$ cat config.mk
export PLATFORM = sky130hd
export DESIGN_NAME = linear_probe_hash_table_core
export DESIGN_NICKNAME = d
export VERILOG_FILES = /design/src/rtl/core/lpht_pkg.sv /design/src/rtl/core/lpht_front.sv /design/src/rtl/core/lpht_queue.sv /design/src/rtl/core/lpht_back.sv /design/src/rtl/core/linear_probe_hash_table_core.sv
export SDC_FILE = /design/constraint.sdc
export NUM_CORES = 1
export LEC_CHECK = 0
export BUFFER_PORTS_ARGS = -buffer_cell sky130_fd_sc_hd__buf_2
export CAP_MARGIN = 20
export CORE_UTILIZATION = 35
export DETAILED_ROUTE_END_ITERATION = 8
export GPL_TIMING_DRIVEN = 1
export HOLD_SLACK_MARGIN = 0.12
export PLACE_DENSITY = 0.6
export SYNTH_ARGS = -nofsm -noshare
export SYNTH_HDL_FRONTEND = slang
export SYNTH_SLANG_ARGS = --single-unit
$ cat constraint.sdc
create_clock -name clk -period 5.09 [get_ports clk]
set_clock_uncertainty 0.05 [all_clocks]
set_input_delay 1.018 -clock clk [delete_from_list [all_inputs] [get_ports clk]]
set_output_delay 1.018 -clock clk [all_outputs]
set_load 0.005 [all_outputs]
$ cat src/rtl/core/lpht_pkg.sv
`default_nettype none
package lpht_pkg;

  localparam int KEY_W    = 31;
  localparam int VALUE_W  = 32;
  localparam int SLOT_W   = 5;
  localparam int COUNT_W  = 6;

  localparam logic REQ_INSERT = 1'b0;
  localparam logic REQ_REMOVE = 1'b1;

  localparam logic STATUS_OK   = 1'b0;
  localparam logic STATUS_FAIL = 1'b1;

  typedef struct packed {
    logic               req_type;
    logic [KEY_W-1:0]   key;
    logic [VALUE_W-1:0] value;
  } in_item_t;

  typedef struct packed {
    logic               status;
    logic [SLOT_W-1:0]  slot;
    logic [COUNT_W-1:0] entry_count;
  } out_item_t;

endpackage
`default_nettype wire

$ cat src/rtl/core/lpht_front.sv
`default_nettype none
module lpht_front #(
  parameter int TABLE_SIZE = 32,
  parameter int IDX_W      = 5
) (
  input  wire                   clk,
  input  wire                   rst_n,
  input  wire                   start,
  input  wire                   q_full,
  input  lpht_pkg::in_item_t    in_item,
  output logic                  busy,
  output logic                  q_push,
  output lpht_pkg::in_item_t    q_item,
  output logic [IDX_W-1:0]      q_home
);

  // floor(2^32 / TABLE_SIZE): the quotient estimate is exact or one short
  localparam longint unsigned RECIP_L = (64'd1 << 32) / TABLE_SIZE;
  localparam logic [31:0]     RECIP   = RECIP_L[31:0];
  localparam logic [IDX_W:0]  MOD_LOW = (IDX_W+1)'(TABLE_SIZE);

  logic                          active_r, active_nxt;
  logic                          fix_r, fix_nxt;
  lpht_pkg::in_item_t            item_r, item_nxt;
  logic [lpht_pkg::KEY_W-1:0]    quo_r, quo_nxt;
  logic [lpht_pkg::KEY_W+31:0]   prod;
  logic [IDX_W:0]                est;

  assign busy   = active_r | q_full;
  assign q_item = item_r;

  // first cycle: quotient estimate by reciprocal multiply
  assign prod = {32'd0, item_r.key} * {31'd0, RECIP};

  // second cycle: key - quo * TABLE_SIZE lies in [0, 2*TABLE_SIZE), low bits suffice
  assign est = item_r.key[IDX_W:0] - quo_r[IDX_W:0] * MOD_LOW;

  always_comb begin
    active_nxt = active_r;
    fix_nxt    = fix_r;
    item_nxt   = item_r;
    quo_nxt    = quo_r;
    q_push     = 1'b0;
    q_home     = '0;
    if (active_r) begin
      if (!fix_r) begin
        quo_nxt = prod[lpht_pkg::KEY_W+31:32];
        fix_nxt = 1'b1;
      end else begin
        q_push     = 1'b1;
        q_home     = (est >= MOD_LOW) ? IDX_W'(est - MOD_LOW) : IDX_W'(est);
        active_nxt = 1'b0;
      end
    end else if (start && !busy) begin
      active_nxt = 1'b1;
      fix_nxt    = 1'b0;
      item_nxt   = in_item;
    end
  end

  always_ff @(posedge clk) begin
    if (!rst_n) begin
      active_r <= 1'b0;
    end else begin
      active_r <= active_nxt;
    end
    fix_r  <= fix_nxt;
    item_r <= item_nxt;
    quo_r  <= quo_nxt;
  end

endmodule
`default_nettype wire

$ cat src/rtl/core/lpht_queue.sv
`default_nettype none
module lpht_queue #(
  parameter int IDX_W = 5
) (
  input  wire                   clk,
  input  wire                   rst_n,
  input  wire                   push,
  input  lpht_pkg::in_item_t    push_item,
  input  wire [IDX_W-1:0]       push_home,
  input  wire                   pop,
  output logic                  full,
  output logic                  not_empty,
  output lpht_pkg::in_item_t    pop_item,
  output logic [IDX_W-1:0]      pop_home
);

  lpht_pkg::in_item_t    item_r [2];
  logic [IDX_W-1:0]      home_r [2];
  logic                  wr_ptr_r, wr_ptr_nxt;
  logic                  rd_ptr_r, rd_ptr_nxt;
  logic [1:0]            cnt_r, cnt_nxt;
  logic                  do_push, do_pop;

  assign full      = (cnt_r == 2'd2);
  assign not_empty = (cnt_r != 2'd0);
  assign pop_item  = item_r[rd_ptr_r];
  assign pop_home  = home_r[rd_ptr_r];
  assign do_push   = push && !full;
  assign do_pop    = pop && not_empty;

  always_comb begin
    wr_ptr_nxt = wr_ptr_r ^ do_push;
    rd_ptr_nxt = rd_ptr_r ^ do_pop;
    cnt_nxt    = cnt_r + {1'b0, do_push} - {1'b0, do_pop};
  end

  always_ff @(posedge clk) begin
    if (!rst_n) begin
      wr_ptr_r <= 1'b0;
      rd_ptr_r <= 1'b0;
      cnt_r    <= 2'd0;
    end else begin
      wr_ptr_r <= wr_ptr_nxt;
      rd_ptr_r <= rd_ptr_nxt;
      cnt_r    <= cnt_nxt;
    end
    if (do_push) begin
      item_r[wr_ptr_r] <= push_item;
      home_r[wr_ptr_r] <= push_home;
    end
  end

endmodule
`default_nettype wire

$ cat src/rtl/core/lpht_back.sv
`default_nettype none
module lpht_back #(
  parameter int TABLE_SIZE = 32,
  parameter int IDX_W      = 5
) (
  input  wire                   clk,
  input  wire                   rst_n,
  input  wire                   q_valid,
  input  lpht_pkg::in_item_t    q_item,
  input  wire [IDX_W-1:0]       q_home,
  output logic                  q_pop,
  output logic                  out_valid,
  output lpht_pkg::out_item_t   out_item
);

  localparam int CNT_W = $clog2(TABLE_SIZE + 1);

  localparam logic [1:0] ST_CLR  = 2'd0;
  localparam logic [1:0] ST_IDLE = 2'd1;
  localparam logic [1:0] ST_SCAN = 2'd2;

  logic [1:0]                  state_r, state_nxt;
  logic                        op_r, op_nxt;
  logic [lpht_pkg::KEY_W-1:0]  key_r, key_nxt;
  logic [lpht_pkg::VALUE_W-1:0] val_r, val_nxt;
  logic [IDX_W-1:0]            iss_idx_r, iss_idx_nxt;
  logic [CNT_W-1:0]            iss_cnt_r, iss_cnt_nxt;
  logic [IDX_W-1:0]            chk_idx_r, chk_idx_nxt;
  logic                        chk_vld_r, chk_vld_nxt;
  logic                        chk_last_r, chk_last_nxt;
  logic [CNT_W-1:0]            cnt_r, cnt_nxt;
  logic                        out_valid_r, out_valid_nxt;
  lpht_pkg::out_item_t         out_item_r, out_item_nxt;

  logic                        occ_mem [TABLE_SIZE];
  logic [lpht_pkg::KEY_W-1:0]  key_mem [TABLE_SIZE];
  logic [lpht_pkg::VALUE_W-1:0] val_mem [TABLE_SIZE];
  logic                        occ_rd_r;
  logic [lpht_pkg::KEY_W-1:0]  key_rd_r;

  logic                        mem_we;
  logic                        mem_occ_wd;
  logic [IDX_W-1:0]            mem_wa;
  logic                        hit;
  logic [IDX_W-1:0]            iss_idx_inc;

  assign out_valid = out_valid_r;
  assign out_item  = out_item_r;

  assign iss_idx_inc = (iss_idx_r == IDX_W'(TABLE_SIZE - 1)) ? '0 : iss_idx_r + 1'b1;

  assign hit = chk_vld_r &&
               ((op_r == lpht_pkg::REQ_INSERT) ? !occ_rd_r
                                               : (occ_rd_r && key_rd_r == key_r));

  always_comb begin
    state_nxt     = state_r;
    op_nxt        = op_r;
    key_nxt       = key_r;
    val_nxt       = val_r;
    iss_idx_nxt   = iss_idx_r;
    iss_cnt_nxt   = iss_cnt_r;
    chk_idx_nxt   = chk_idx_r;
    chk_vld_nxt   = chk_vld_r;
    chk_last_nxt  = chk_last_r;
    cnt_nxt       = cnt_r;
    out_valid_nxt = 1'b0;
    out_item_nxt  = out_item_r;
    q_pop         = 1'b0;
    mem_we        = 1'b0;
    mem_occ_wd    = 1'b0;
    mem_wa        = chk_idx_r;
    unique case (state_r)
      ST_CLR: begin
        mem_we      = 1'b1;
        mem_wa      = iss_idx_r;
        iss_idx_nxt = iss_idx_inc;
        if (iss_idx_r == IDX_W'(TABLE_SIZE - 1)) begin
          state_nxt = ST_IDLE;
        end
      end
      ST_IDLE: begin
        if (q_valid) begin
          q_pop  = 1'b1;
          op_nxt = q_item.req_type;
          key_nxt = q_item.key;
          val_nxt = q_item.value;
          if ((q_item.req_type == lpht_pkg::REQ_INSERT && cnt_r == CNT_W'(TABLE_SIZE)) ||
              (q_item.req_type == lpht_pkg::REQ_REMOVE && cnt_r == '0)) begin
            out_valid_nxt = 1'b1;
            out_item_nxt  = '{status: lpht_pkg::STATUS_FAIL, slot: '0,
                              entry_count: lpht_pkg::COUNT_W'(cnt_r)};
          end else begin
            state_nxt   = ST_SCAN;
            iss_idx_nxt = (q_item.req_type == lpht_pkg::REQ_INSERT) ? q_home : '0;
            iss_cnt_nxt = '0;
            chk_vld_nxt = 1'b0;
          end
        end
      end
      ST_SCAN: begin
        if (hit) begin
          mem_we        = 1'b1;
          mem_occ_wd    = (op_r == lpht_pkg::REQ_INSERT);
          cnt_nxt       = (op_r == lpht_pkg::REQ_INSERT) ? cnt_r + 1'b1 : cnt_r - 1'b1;
          out_valid_nxt = 1'b1;
          out_item_nxt  = '{status: lpht_pkg::STATUS_OK,
                            slot: lpht_pkg::SLOT_W'(chk_idx_r),
                            entry_count: lpht_pkg::COUNT_W'(cnt_nxt)};
          state_nxt     = ST_IDLE;
        end else if (chk_vld_r && chk_last_r) begin
          out_valid_nxt = 1'b1;
          out_item_nxt  = '{status: lpht_pkg::STATUS_FAIL, slot: '0,
                            entry_count: lpht_pkg::COUNT_W'(cnt_r)};
          state_nxt     = ST_IDLE;
        end else begin
          chk_vld_nxt  = 1'b1;
          chk_idx_nxt  = iss_idx_r;
          chk_last_nxt = (iss_cnt_r == CNT_W'(TABLE_SIZE - 1));
          iss_idx_nxt  = iss_idx_inc;
          iss_cnt_nxt  = iss_cnt_r + 1'b1;
        end
      end
      default: begin
        state_nxt = ST_IDLE;
      end
    endcase
  end

  always_ff @(posedge clk) begin
    if (!rst_n) begin
      state_r     <= ST_CLR;
      iss_idx_r   <= '0;
      cnt_r       <= '0;
      chk_vld_r   <= 1'b0;
      out_valid_r <= 1'b0;
    end else begin
      state_r     <= state_nxt;
      iss_idx_r   <= iss_idx_nxt;
      cnt_r       <= cnt_nxt;
      chk_vld_r   <= chk_vld_nxt;
      out_valid_r <= out_valid_nxt;
    end
    op_r       <= op_nxt;
    key_r      <= key_nxt;
    val_r      <= val_nxt;
    iss_cnt_r  <= iss_cnt_nxt;
    chk_idx_r  <= chk_idx_nxt;
    chk_last_r <= chk_last_nxt;
    out_item_r <= out_item_nxt;
  end

  // slot stores, one write and one registered read per cycle
  always_ff @(posedge clk) begin
    if (mem_we) begin
      occ_mem[mem_wa] <= mem_occ_wd;
      key_mem[mem_wa] <= key_r;
      val_mem[mem_wa] <= val_r;
    end
    occ_rd_r <= occ_mem[iss_idx_r];
    key_rd_r <= key_mem[iss_idx_r];
  end

endmodule
`default_nettype wire

$ cat src/rtl/core/linear_probe_hash_table_core.sv
`default_nettype none
// linear probing hash table, TABLE_SIZE slots of 31-bit key and 32-bit value
// request channel: in_item is taken at a clock edge with start high and busy low
//   req_type insert places the entry in the first free slot from key mod TABLE_SIZE
//   req_type remove clears the lowest slot holding the key
// result channel: out_valid strobes for one cycle with out_item (status, slot,
//   entry_count); the receiver cannot stall, every beat is taken as it comes
// flow: the front finds the home slot by reciprocal multiply, then one correcting
//   subtract; a two-entry queue hands the request to the back, which walks the
//   slot stores with one registered read per cycle; an immediate full/empty
//   failure gives its result beat without a scan, while a scan checks at most
//   TABLE_SIZE slots
// overlap: front and back work side by side, so a steady stream is paced by the
//   back's one-slot-per-cycle walk
// reset: synchronous, active low; afterwards the back runs a clearing pass over
//   the occupied store before the first request is served, and requests may still
//   be accepted into the front and queue meanwhile
module linear_probe_hash_table_core #(
  parameter int TABLE_SIZE = 32
) (
  input  wire                   clk,
  input  wire                   rst_n,
  input  wire                   start,
  output logic                  busy,
  input  lpht_pkg::in_item_t    in_item,
  output logic                  out_valid,
  output lpht_pkg::out_item_t   out_item
);

  localparam int IDX_W = $clog2(TABLE_SIZE);

  // front to queue
  logic                  fq_push;
  lpht_pkg::in_item_t    fq_item;
  logic [IDX_W-1:0]      fq_home;
  logic                  q_full;

  // queue to back
  logic                  qb_valid;
  lpht_pkg::in_item_t    qb_item;
  logic [IDX_W-1:0]      qb_home;
  logic                  qb_pop;

  // hash front: takes the beat and works out the home slot
  lpht_front #(
    .TABLE_SIZE (TABLE_SIZE),
    .IDX_W      (IDX_W)
  ) u_front (
    .clk     (clk),
    .rst_n   (rst_n),
    .start   (start),
    .q_full  (q_full),
    .in_item (in_item),
    .busy    (busy),
    .q_push  (fq_push),
    .q_item  (fq_item),
    .q_home  (fq_home)
  );

  // decoupling queue between hashing and table walk
  lpht_queue #(
    .IDX_W (IDX_W)
  ) u_queue (
    .clk       (clk),
    .rst_n     (rst_n),
    .push      (fq_push),
    .push_item (fq_item),
    .push_home (fq_home),
    .pop       (qb_pop),
    .full      (q_full),
    .not_empty (qb_valid),
    .pop_item  (qb_item),
    .pop_home  (qb_home)
  );

  // table walk: probe or key scan, store update, result beat
  lpht_back #(
    .TABLE_SIZE (TABLE_SIZE),
    .IDX_W      (IDX_W)
  ) u_back (
    .clk       (clk),
    .rst_n     (rst_n),
    .q_valid   (qb_valid),
    .q_item    (qb_item),
    .q_home    (qb_home),
    .q_pop     (qb_pop),
    .out_valid (out_valid),
    .out_item  (out_item)
  );

endmodule
`default_nettype wire

==> reports/results.tsv <==
stage	metric	value	unit
pwr	Pleak	16.68	nW
pwr	Tot Pwr	0.02102	W
clock_tree	clk slew on worst S/H paths	0.06	ns
route	Initial DRC Count	2158	
synth	post-synthesis instance total	1984	
sta	setup ws final	0.6167	ns
synth	ys async rst share	0	
global_routing	GRT Resource Usage Total	0.1562	
floorplanning	io pins	81	
finish	proportion of layout cells with a drive suffix above 1	0.3314	
synth	synth top area cells	edfxtp_1, mux4_2, dfxtp_1, mux2_2, xnor2_1	
placement	RePlAce Congestion	0.7612	
route	via count	20984	
sta	Final Hold Violating Endpoints	0	
worst_hold_path	Hold Startpoint	u_front.q_item[52]	
sta	Setup-failing EPs final	0	
sta	Max Clk Rate	223.5	MHz
route	final wirelength	106000	um
sta	part of the cycle the worst path needs	0.8788	
outcome	status	finished, final reports clean	
clock_tree	clock sinks	1240	
synth	share of the synthesized area in the top cell type	0.7604	
route	number of detailed-route iterations in the first pass	5	
worst_setup_path	worst path buffer plus inverter count	1	
worst_setup_path	CP Cell Sequence	xnor2_1 > nand4_1 > nor4_1 > nand2_1 > a211oi_2 > a31oi_2 > nor2_4 > buf_12	
placement	Placed Cells incl. Taps	3782	
clock_tree	Hold-fix buffers, CTS	0	
sta	Worst-Margin Slew	1.149	ns
clock_tree	CTS Root Buffer Type	clkbuf_16	
worst_setup_path	CP top delay family	simple AND/OR/NAND/NOR gates	
sta	max-slew violations	0	
synth	warnings from Yosys	0	
floorplanning	die height	367.8	um
route	Avg WL per Cell	26.47	um
route	Residual DRC	0	
floorplanning	# rows	133	
sta	final setup TNS	0	ns
global_routing	largest net degree at the start of global routing	143	
clock_tree	PostCTS Resize Cnt	0	
worst_setup_path	reg2reg start	u_back.key_r[19]	
worst_setup_path	CP peak stage delay	0.97	ns
worst_hold_path	Hold Path Class	reg -> reg	
floorplanning	Die Wd	367.8	um
route	Routed Antenna Nets	0	
clock_tree	setup bufs post-CTS	0	
route	Vias/cell	5.238	
placement	PortBufs	48	
worst_setup_path	Worst R2R End	u_back.key_mem[1][13]	
worst_setup_path	crit path capture type	register	
finish	Area Growth Syn to Fin	15.26	%
finish	Non-Filler Instances	4006	
global_routing	first-pass GRT wire length	152900	um
floorplanning	Die ar.	135300	um2
finish	commonest non-fill, non-tap cell in the layout	edfxtp_1	
finish	most frequent cells in the layout	edfxtp_1, mux4_2, clkbuf_16, mux2_2, buf_4	
synth	EDFF count, synth	1186	
global_routing	vias in the first global route	21961	
pwr	worst vdd ir	0.0002859	V
worst_setup_path	WP depth	8	
placement	dpl ws	0.5164	ns
synth	cell area after synthesis	46840	um2
sta	fin crit period	4.473	ns
worst_setup_path	Critical Path Sink	u_back.key_mem[1][13]	
worst_setup_path	CP max stage cell	edfxtp_1	
synth	#FFs+latches synth	1240	
worst_setup_path	WP data arrival	4.80	ns
finish	layout net count	2233	
floorplanning	CORE AREA	132100	um2
synth	sequential area share after synthesis	0.7835	
clock_tree	CTS tree	built	
global_routing	GRT overflow	0	
global_routing	initial antenna violation count	0	
worst_setup_path	Setup CP Type	reg -> reg	
worst_setup_path	critical path peak fanout	33	
pwr	Pwr Density	389.4	nW/um2
run	maxcap violations	0	
worst_setup_path	Worst Reg-to-Reg Cells	8	
sta	RSZ-0062 raised after global routing	false	
clock_tree	H-tree depth	3	
synth	ys flop type	edfxtp_1	
synth	area leader, netlist	edfxtp_1	
worst_setup_path	crit path from	u_back.key_r[19]	
clock_tree	Max Root-Sink Buffers	3	
finish	n_diodes	0	
sta	Slew headroom	0.2313	
worst_setup_path	crit start category	register	
worst_setup_path	WP data required	5.42	ns
synth	Synthesized Nets	2067	
synth	Synth cell types	47	
clock_tree	Clk Latency, worst-skew pair	0.72	ns
clock_tree	CTS Buf Count	118	
floorplanning	Initial Utilization	0.3545	
synth	Mean Syn Cell Area	23.61	um2
worst_setup_path	R2R setup slack	0.62	ns
placement	post-DP HPWL	55990	um
-- where the power goes --
group          switching [W]  internal, W
combinational       0.000504     0.000529
clock                0.00376      0.00493
sequential         0.0000914       0.0112
total                0.00436       0.0167
-- sequential cells by signal (all words and copies together), names as in the netlist, 10 cells and up, named ones only --
| signal | flops |
|---|---|
| u_back.key_mem | 992 |
| u_back.key_r | 31 |
| u_back.key_rd_r | 31 |
| u_back.occ_mem | 32 |
| u_back.out_item | 12 |
| u_front.q_item | 32 |
| u_queue.home_r | 10 |
| u_queue.item_r | 64 |
-- cell usage after synthesis, drive strengths merged (4+ instances only) --
cell    number
a21o         4
a21oi        6
and2        14
and3         9
buf         38
clkbuf      51
dfxtp       54
edfxtp    1186
ha          15
inv         18
mux2        69
mux2i       12
mux4       320
nand2       26
nand2b       5
nand3        9
nand4        8
nor2        53
nor2b        8
o21ai        6
xnor2       41
-- metrics by stage --
step                hold slack (ns)  utilization  cell area [um2]
finish                       0.3947       0.4086            53990
CTS                          0.3782       0.4083            53950
global placement             0.3742       0.3793            50110
detailed placement           0.3804       0.3793            50110
floorplan                    0.3564            -            46840
global route                 0.3913       0.4086            53990
-- kinds of logic (layout without fill, tap and decap cells) --
| group | Yosys count | count (layout) | synth area share |
|---|---|---|---|
| muxes | 401 | 401 | 0.1731 |
| xor gates and xnor gates | 44 | 44 | 0.008228 |
| adders and majority gates | 16 | 16 | 0.004434 |
| AOI/OAI and AO/OA | 35 | 35 | 0.005717 |
| buffers and inverters | 107 | 374 | 0.01061 |
| DFF | 1240 | 1240 | 0.7835 |
| and+or+nand+nor | 141 | 141 | 0.01445 |
-- final cells by class --
type	instances	area, um2
Inverter	18	67.56
Multi-Input combinational cell	637	9917
Clock buffer	147	3134
Sequential cell	1240	36710
Clock inverter	74	699.4
Timing Repair Buffer	135	1259
Tap cell	1755	2196
Fill cell	11454	78140
-- worst min path at each step --
stage	endpoint	slack [ns]	depth (start not counted)
after global placement	u_queue.item_r[0][39]	0.37	0
after CTS	u_front.q_item[49]	0.38	1
final	u_queue.item_r[0][52]	0.39	0
after floorplan	u_back.chk_idx_r[2]	0.36	0
after global routing	u_front.q_item[51]	0.39	1
after detailed placement	u_queue.item_r[0][52]	0.38	0
-- routing by layer --
layer | part of all wire | vias up | routed length (um) | GRT usage
met5 | 0 | - | 0 | 0
met4 | 0.021 | 0 | 2258 | 0.03918
met3 | 0.058 | 146 | 6156 | 0.02354
met2 | 0.49 | 686 | 51630 | 0.2519
met1 | 0.43 | 11453 | 45990 | 0.2225
li1 | - | 8699 | - | -
Power figures use the tool's default switching activity.
